$ cat src/sv/tfh_pkg.sv
// Shared types, constants and helper functions for the two-choice fingerprint hash table.
package tfh_pkg;

	localparam int unsigned MAX_PAIRS     = 1024;
	localparam int unsigned PAIR_W        = 10;
	localparam int unsigned SLOT_DEPTH    = 2048;
	localparam int unsigned SLOT_AW       = 11;
	localparam int unsigned SLOT_W        = 32;
	localparam int unsigned CAP_W         = 11;
	localparam int unsigned HALF_W        = 9;

	localparam logic [CAP_W-1:0]  CAP_RESET  = 11'd1024;
	localparam logic [HALF_W-1:0] HALF_RESET = 9'd256;

	localparam logic [31:0] SEED_LEFT  = 32'he65ac2d3;
	localparam logic [31:0] SEED_RIGHT = 32'ha96347c5;
	localparam logic [63:0] KEY_LEN    = 64'd8;

	localparam logic [63:0] MUL_C1 = 64'h87c37b91114253d5;
	localparam logic [63:0] MUL_C2 = 64'h4cf5ad432745937f;
	localparam logic [63:0] MUL_M1 = 64'hff51afd7ed558ccd;
	localparam logic [63:0] MUL_M2 = 64'hc4ceb9fe1a85ec53;

	localparam logic OP_GET = 1'b0;
	localparam logic OP_PUT = 1'b1;

	localparam logic [1:0] STAT_OK       = 2'd0;
	localparam logic [1:0] STAT_MISS     = 2'd1;
	localparam logic [1:0] STAT_CAP_FULL = 2'd2;
	localparam logic [1:0] STAT_BKT_FULL = 2'd3;

	typedef enum logic [0:0] {
		HS_IDLE,
		HS_RUN
	} hsh_state_t;

	typedef enum logic [2:0] {
		ST_CLEAR,
		ST_IDLE,
		ST_HASH,
		ST_RD,
		ST_CHK,
		ST_CMP,
		ST_WR,
		ST_RESP
	} tbl_state_t;

	typedef struct packed {
		logic [63:0] lo0;
		logic [63:0] lo1;
		logic [31:0] hi0;
		logic [31:0] hi1;
	} hash_res_t;

	function automatic logic [63:0] mul_const(input logic [2:0] step);
		logic [63:0] c;
		case (step)
			3'd0: c = MUL_C1;
			3'd1: c = MUL_C2;
			3'd2: c = MUL_M1;
			3'd3: c = MUL_M2;
			3'd4: c = MUL_M1;
			default: c = MUL_M2;
		endcase
		return c;
	endfunction

	function automatic logic [HALF_W-1:0] half_of(input logic [CAP_W-1:0] cap);
		logic [CAP_W-1:0]  c;
		logic [HALF_W-1:0] hb;
		c  = (cap > CAP_RESET) ? CAP_RESET : cap;
		hb = 9'd4;
		for (int i = 0; i < 7; i++) begin
			if ({hb, 3'b000} <= {1'b0, c})
				hb = {hb[HALF_W-2:0], 1'b0};
		end
		return hb;
	endfunction

endpackage

$ cat src/sv/tfh_hash.sv
// Sequential 128-bit MurmurHash3 x64 of an 8-byte key for both seeds on one 32x32 multiplier.
module tfh_hash import tfh_pkg::*; (
	input  logic        clk,
	input  logic        arst_n,
	input  logic        start,
	input  logic [63:0] key,
	output logic        done,
	output hash_res_t   res
);

	hsh_state_t  state_q, state_d;
	logic [2:0]  step_q;
	logic [1:0]  ph_q;
	logic        side_q;
	logic        done_q;
	logic        last;
	logic [63:0] a_q, p_q, h1_q, h2_q, key_q;
	logic [63:0] c, seed, h1a, h2a, h1b, h2b, pm, f2, lo, hi;
	logic [31:0] opa, opb;
	logic [63:0] prod;

	always_comb begin
		state_d = state_q;
		case (state_q)
			HS_IDLE: if (start) state_d = HS_RUN;
			HS_RUN:  if (last) state_d = HS_IDLE;
			default: state_d = HS_IDLE;
		endcase
	end

	always_comb begin
		last = (state_q == HS_RUN) && (ph_q == 2'd3) && (step_q == 3'd5) && side_q;
	end

	always_comb begin
		c = mul_const(step_q);
		case (ph_q)
			2'd0: begin opa = a_q[31:0];  opb = c[31:0];  end
			2'd1: begin opa = a_q[31:0];  opb = c[63:32]; end
			default: begin opa = a_q[63:32]; opb = c[31:0]; end
		endcase
		prod = {32'h0, opa} * {32'h0, opb};
		seed = {32'h0, side_q ? SEED_RIGHT : SEED_LEFT};
		h1a  = seed ^ p_q ^ KEY_LEN;
		h2a  = seed ^ KEY_LEN;
		h1b  = h1a + h2a;
		h2b  = h2a + h1b;
		pm   = p_q ^ (p_q >> 33);
		f2   = pm;
		lo   = h1_q + f2;
		hi   = f2 + lo;
	end

	always_ff @(posedge clk or negedge arst_n) begin
		if (!arst_n) begin
			state_q <= HS_IDLE;
			step_q  <= '0;
			ph_q    <= '0;
			side_q  <= 1'b0;
			done_q  <= 1'b0;
		end else begin
			state_q <= state_d;
			done_q  <= last;
			if (state_q == HS_IDLE) begin
				step_q <= '0;
				ph_q   <= '0;
				side_q <= 1'b0;
			end else begin
				ph_q <= ph_q + 2'd1;
				if (ph_q == 2'd3) begin
					if (step_q == 3'd5) begin
						step_q <= '0;
						side_q <= ~side_q;
					end else begin
						step_q <= step_q + 3'd1;
					end
				end
			end
		end
	end

	always_ff @(posedge clk) begin
		if (state_q == HS_IDLE) begin
			if (start) begin
				key_q <= key;
				a_q   <= key;
			end
		end else begin
			case (ph_q)
				2'd0: p_q <= prod;
				2'd1, 2'd2: p_q <= p_q + {prod[31:0], 32'h0};
				default: begin
					case (step_q)
						3'd0: a_q <= {p_q[32:0], p_q[63:33]};
						3'd1: begin
							h1_q <= h1b;
							h2_q <= h2b;
							a_q  <= h1b ^ (h1b >> 33);
						end
						3'd2: a_q <= pm;
						3'd3: begin
							h1_q <= pm;
							a_q  <= h2_q ^ (h2_q >> 33);
						end
						3'd4: a_q <= pm;
						default: begin
							a_q <= key_q;
							if (side_q) begin
								res.lo1 <= lo;
								res.hi1 <= hi[31:0];
							end else begin
								res.lo0 <= lo;
								res.hi0 <= hi[31:0];
							end
						end
					endcase
				end
			endcase
		end
	end

	assign done = done_q;

endmodule

$ cat config.mk
export PLATFORM = sky130hd
export DESIGN_NAME = tfh_hash
export DESIGN_NICKNAME = d
export VERILOG_FILES = /design/src/sv/tfh_pkg.sv /design/src/sv/tfh_hash.sv
export SDC_FILE = /design/constraint.sdc
export NUM_CORES = 2
export LEC_CHECK = 0
export BUFFER_PORTS_ARGS = -buffer_cell sky130_fd_sc_hd__buf_4
export CORE_UTILIZATION = 49
export CTS_CLUSTER_DIAMETER = 200
export DETAILED_ROUTE_END_ITERATION = 6
export HOLD_SLACK_MARGIN = 0.06
export PLACE_DENSITY = 0.66
export SLEW_MARGIN = 10
export SYNTH_ARGS = -nofsm -noshare
export SYNTH_HDL_FRONTEND = slang
export SYNTH_SLANG_ARGS = --single-unit
$ cat constraint.sdc
create_clock -name clk -period 12.38 [get_ports clk]
set_clock_uncertainty 0.05 [all_clocks]
set_input_delay 1.238 -clock clk [delete_from_list [all_inputs] [get_ports clk]]
set_output_delay 1.238 -clock clk [all_outputs]
set_load 0.005 [all_outputs]
======== Yosys cells after proc, flatten, opt, wreduce, memory -nomap -nowiden ========
Cells that the tools add are included.
operators by class
  add/subtract/negate cells ............... 7
  multiply operators ...................... 1
  equality and inequality tests ........... 11
  multiplexer cells ....................... 20
  bitwise operators ....................... 10
  reductions and logical operators ........ 21
operators by type and width
  kind                                                  number
  case mux 64 bit (2 select lines)                      2
  case mux 64 bit (4 select lines)                      1
  2-to-1 mux 64 bit                                     3
  case mux 64 bit (3 select lines)                      1
  bitwise XOR 64 x 31 -> 64 bit                         3
  adder 64 bit                                          2
  adder 32 x 64 -> 64 bit                               1
  adder 64 x 32 -> 64 bit                               1
  multiplier 32 x 32 -> 64 bit                          1
  2-to-1 mux 32 bit                                     2
  bitwise XOR 32 x 64 -> 64 bit                         1
  adder 32 bit                                          1
  2-to-1 mux 31 bit                                     1
  2-to-1 mux 3 bit                                      3
  AND reduction 2 bit                                   4
  AND reduction 4 bit                                   2
  equality test 3 x 2 -> 1 bit (second input constant)  2
  equality test 3 bit (second input constant)           2
  inverter 1 bit                                        6
  AND reduction 3 bit                                   2
  nonzero test 2 bit                                    3
  OR reduction 2 bit                                    3
  2-to-1 mux 1 bit                                      5
  OR reduction 5 bit                                    1
  13 further kinds                                      17
storage, ports and cells
  register bits after elaboration ......... 520
  bits of input ports ..................... 67

======== Depth between registers and ports, before layout ========
  depth after elaboration ................. 8
  depth in mapped cells ................... 42
  mapped depth without buffers ............ 40

======== Worst setup path before layout ========
Ideal clock, no wire load.
  kind .................................... register to register
  from .................................... reg ph_q[0]
  to ...................................... reg p_q[63] (data pin)
  setup time .............................. 260 ps
  arrival ................................. 9832 ps
  slack ................................... 2238 ps
  cell stages (with the launch flop) ...... 40
  buffers on the path ..................... 3
  path through ............................ dfrtp_1 -> ha_1 -> nor2_1 -> buf_1 -> buf_1 -> mux2i_1 -> clkbuf_1 -> nor2_1 -> fa_1 -> inv_1 -> fa_1 -> fa_1 -> fa_1 -> inv_1 -> ha_1 -> ha_1 -> fa_1 -> fa_1 -> (+4 left out) -> nor2_1 -> nor2b_1 -> o21ai_0 -> nand2b_1 -> xor2_1 -> ha_1 -> and4_1 -> and3_1 -> nand3_1 -> o21a_1 -> a311oi_1 -> o311ai_0 -> nand2b_1 -> a21oi_1 -> or2_2 -> a311oi_1 -> xnor2_1 -> mux2_2
on the way
  cells in the longest elaborated chain, start to end .. 6
  elaborated cells between the ends (all ways) .. 10
  classes of those cells .................. 1 x add/sub; 1 x mul; 2 x eq/ne; 3 x mux; 3 x reduce/logical
ends and longest elaborated chain
  item                                                                    line                            RTL
  start: declaration                                                      tfh_hash.sv:13                  logic [1:0] ph_q;
  start signal: assignment                                                tfh_hash.sv:69                  ph_q <= ph_q + 2'd1;
  equality test 2 x 1 -> 1 bit / zero test 2 bit (equally long branches)  tfh_hash.sv:37, tfh_hash.sv:89
  OR reduction 2 bit (no source line)                                     n/a
  2-to-1 mux 32 bit                                                       tfh_hash.sv:37                  case (ph_q)
  multiplier 32 x 32 -> 64 bit                                            tfh_hash.sv:42                  prod = {32'h0, opa} * {32'h0, opb};
  adder 64 bit                                                            tfh_hash.sv:91                  2'd1, 2'd2: p_q <= p_q + {prod[31:0], 32'h0};
  case mux 64 bit (2 select lines) *                                      tfh_hash.sv:89                  case (ph_q)
  end signal: assignment                                                  tfh_hash.sv:90                  2'd0: p_q <= prod;
  end signal: assignment                                                  tfh_hash.sv:91
  end: declaration                                                        tfh_hash.sv:17                  logic [63:0] a_q, p_q, h1_q, h2_q, key_q;
Mark *: on every way between the ends. The rest lies on a longest branch, timed or not.
A chain may end at the register's enable or synchronous reset.

======== Final worst setup path ========
  from .................................... reg step_q[1]
  to ...................................... reg p_q[63] (data pin)
on the way
  cells in the longest elaborated chain, start to end .. 7
  elaborated cells between the ends (all ways) .. 10
  classes of those cells .................. 1 x add/sub; 1 x mul; 3 x eq/ne; 3 x mux; 2 x reduce/logical
ends and longest elaborated chain
  item                                                                        line            RTL
  start: declaration                                                          tfh_hash.sv:12  logic [2:0] step_q;
  start signal: assignment                                                    tfh_hash.sv:75  step_q <= step_q + 3'd1;
  equality test 3 bit / equality test 3 x 2 -> 1 bit (equally long branches)  tfh_pkg.sv:57   case (step)
  OR reduction 2 bit (no source line)                                         n/a
  case mux 64 bit (3 select lines) *                                          tfh_pkg.sv:57
  2-to-1 mux 32 bit *                                                         tfh_hash.sv:37
  multiplier 32 x 32 -> 64 bit *                                              tfh_hash.sv:42
  adder 64 bit                                                                tfh_hash.sv:91
  case mux 64 bit (2 select lines) *                                          tfh_hash.sv:89
Marked as above.

==> impl_results.md <==
* Sequential area share after synthesis at 0.242
* Initial DRT Pass Iterations at 7
* CP Data Arrival Time at 12.03 ns
* Top_reg_cell synth: edfxtp_1
* H-tree depth at 2
* Avg Cell Area, Syn at 9.59 µm²
* Post-Place Worst Slack at between 1 and 1.5 ns
* Critical path's largest stage delay at about 0.79 ns
* Cell Area, Synth at 64400 µm²
* Fillcell total at 11787
* Worst-path clk slew at about 0.07 ns
* Io pins at 260
* Area Growth Syn to Fin at 9.24%
* Placed instance area at a little under 70000 µm²
* Hold WC Path Type: in2async
* Vias in the first global route at 51239
* Multi-input gate area at about 44000 µm²
* Clock Sinks at between 500 and 600
* Post-CTS sizing at 0
* DRC errors left at 7
* CP Data Required Time at 12.70 ns
* Slew Viols, Final at 0
* Sequential cell area at roughly 16000 µm²
* Largest net degree at the start of global routing at ~90
* Fin crit share at 0.946
* Fin crit period at between 10 and 15 ns
* TritonCTS clock tree: built
* Kind of critical path: reg2reg
* Actual slew at the worst max-slew pin at between 1 and 1.5 ns
* Crit path launch type: register
* Post-DRT Antenna Nets at 0
* CTS Root Cell: clkbuf_16
* WHS at about 0.34 ns
* HPWL Detailed at 187 mm
* Die Height at around 360 µm
* Syn_nets at a little over 8000
* Number of buffers added on ports at 259
* Initial antenna violation count at 6
* Via Count at about 52000
* WL per Instance at 27.3 µm
* # Post-CTS Setup Buffers at 0
* Slew headroom at 0.184
* Top cell type's share of synthesized area at 0.280
* Post-synth top cells: inv_1, fa_1, nand2_1
* Max cap viols at 0
* Setup TNS at 0 ns
* Die width at approximately 360 µm
* Detailed Route Iter0 Violations at 7000
* Setup slack after layout at between 0.6 and 0.7 ns
* Count leader, synth: inv_1
* DR vias/cell at about 6.1
* Starting Density at 0.496
* Number of flops mapped to enable cells by yosys at 512
* Cell variety after synth at 101
* Leading area contributor after synthesis: fa_1
* Slowest-stage cell, CP: nor2_1
* Violations in the final reports: design-rule violations
* Worst-path maximum fanout at 20
* GRT Overall Usage at 0.353
* First-pass GRT wire length at 343 mm
* Setup Viol. Count Final at 0
* Drt total wl at approximately 230 mm
* Post-synthesis register bit count at 520
* Core Region at approximately 130000 µm²
* Hold Buf Count CTS at 0
* Status: finished with violations
* Final Hold Fails at 0
* Crit-path most repeated cell: fa_1
* Mapped Cells at ~6700
* Synth warnings at 0
* Share of layout cells above drive strength 1 at 0.0933
* Num CTS Buffers at 53
* Design area at roughly 70000 µm²
* Total Die Area at 133000 µm²
* Fin nets at just over 8000
* RSZ-0062 raised after global routing: no
* Total gr overflow at 0
* CP endpoint kind: register
* Max Buffers Root-to-Sink at 3
* FFs w/ async S/R, synth at 0.0154
* Rows at 132
* Synth top area cells: fa_1, edfxtp_1, ha_1
* Worst-Skew Late Latency at approximately 0.67 ns
* GP Congestion at roughly 1.0
* Fmax achieved at approximately 85 MHz
-- path summary, 6_finish.rpt --
check,depth (start not counted),endpoint,start,slack [ns]
max,37,p_q[63],step_q[1],0.67
min,1,side_q,arst_n,0.34
max reg2reg,37,p_q[63],step_q[1],0.67
min reg2reg,1,ph_q[0],ph_q[0],0.45
max in group asynchronous,1,state_q,arst_n,11.78
min in group clk,1,ph_q[0],ph_q[0],0.45
-- sequential cells by signal, indices dropped and copies added (netlist names) --
signal and cells:
res 192, a_q 64, h1_q 64, h2_q 64, key_q 64, p_q 64, step_q 3, ph_q 2
done 1, side_q 1, state_q 1
-- through the flow --
| step | utilization | std cells |
|---|---|---|
| 2_1_floorplan | - | 6712 |
| 3_3_place_gp | 0.528 | 8518 |
| 3_5_place_dp | 0.528 | 8518 |
| 4_1_cts | 0.541 | 8612 |
| 5_1_grt | 0.541 | 8612 |
| 6_report | 0.542 | 8615 |
-- placed cells by master, fill, tap and decap left out, types with 37 or more instances in the layout --
| master | count |
|---|---|
| a211oi_1 | 37 |
| a21o_1 | 111 |
| a21oi_1 | 246 |
| a222oi_1 | 41 |
| a31oi_1 | 38 |
| and2_1 | 67 |
| buf_4 | 428 |
| clkbuf_16 | 53 |
| edfxtp_1 | 512 |
| fa_1 | 899 |
| ha_1 | 422 |
| inv_1 | 1036 |
| mux2_2 | 47 |
| mux2i_1 | 45 |
| nand2_1 | 822 |
| nand3_1 | 154 |
| nor2_1 | 489 |
| nor2b_1 | 44 |
| nor3_1 | 100 |
| o211ai_1 | 73 |
| o21ai_0 | 212 |
| xnor2_1 | 254 |
| xor2_1 | 162 |
-- per-layer routing --
layer | vias up | routed length, µm | track usage
met5 | - | 122 | 0.00436
met4 | 8 | 10300 | 0.125
met3 | 597 | 31700 | 0.115
met2 | 3300 | 97200 | 0.504
met1 | 26199 | 95500 | 0.501
li1 | 22326 | - | -
-- worst max-delay path: cells and delay by family, from the launching register on --
kind / cells / cell delay [ns]
AND/OR/NAND/NOR: 15 / 3.84
flip-flops: 1 / 0.49
XOR/XNOR: 2 / 0.51
adder cells (fa/ha/maj): 10 / 4.20
multiplexers: 1 / 0.27
buffers and inverters: 2 / 0.10
AO/OA/AOI/OAI: 7 / 1.95
-- cell type report --
cell class              instances  area share
flip-flops and latches        520       0.222
inverters                    1039      0.0555
diodes                          3    0.000107
clock buffers                  61      0.0193
well taps                    1742      0.0310
multi-input cells            4788       0.620
repair buffers                429      0.0460
clock inverters                33     0.00639
-- cell families (layout without fill, tap and decap cells) --
logic type,after synthesis,in the layout,share of synthesized area
flip-flops,520,520,0.242
AO/OA/AOI/OAI,1031,1031,0.107
XOR/XNOR,417,417,0.0569
multiplexers,94,94,0.0155
adder cells (fa/ha/maj),1323,1323,0.362
AND/OR/NAND/NOR,1923,1923,0.133
other,0,3,0
buffers and inverters,1404,1562,0.0825
Power is not shown: default switching activity piles up to over one toggle a cycle in this logic, so the estimate is an artifact.
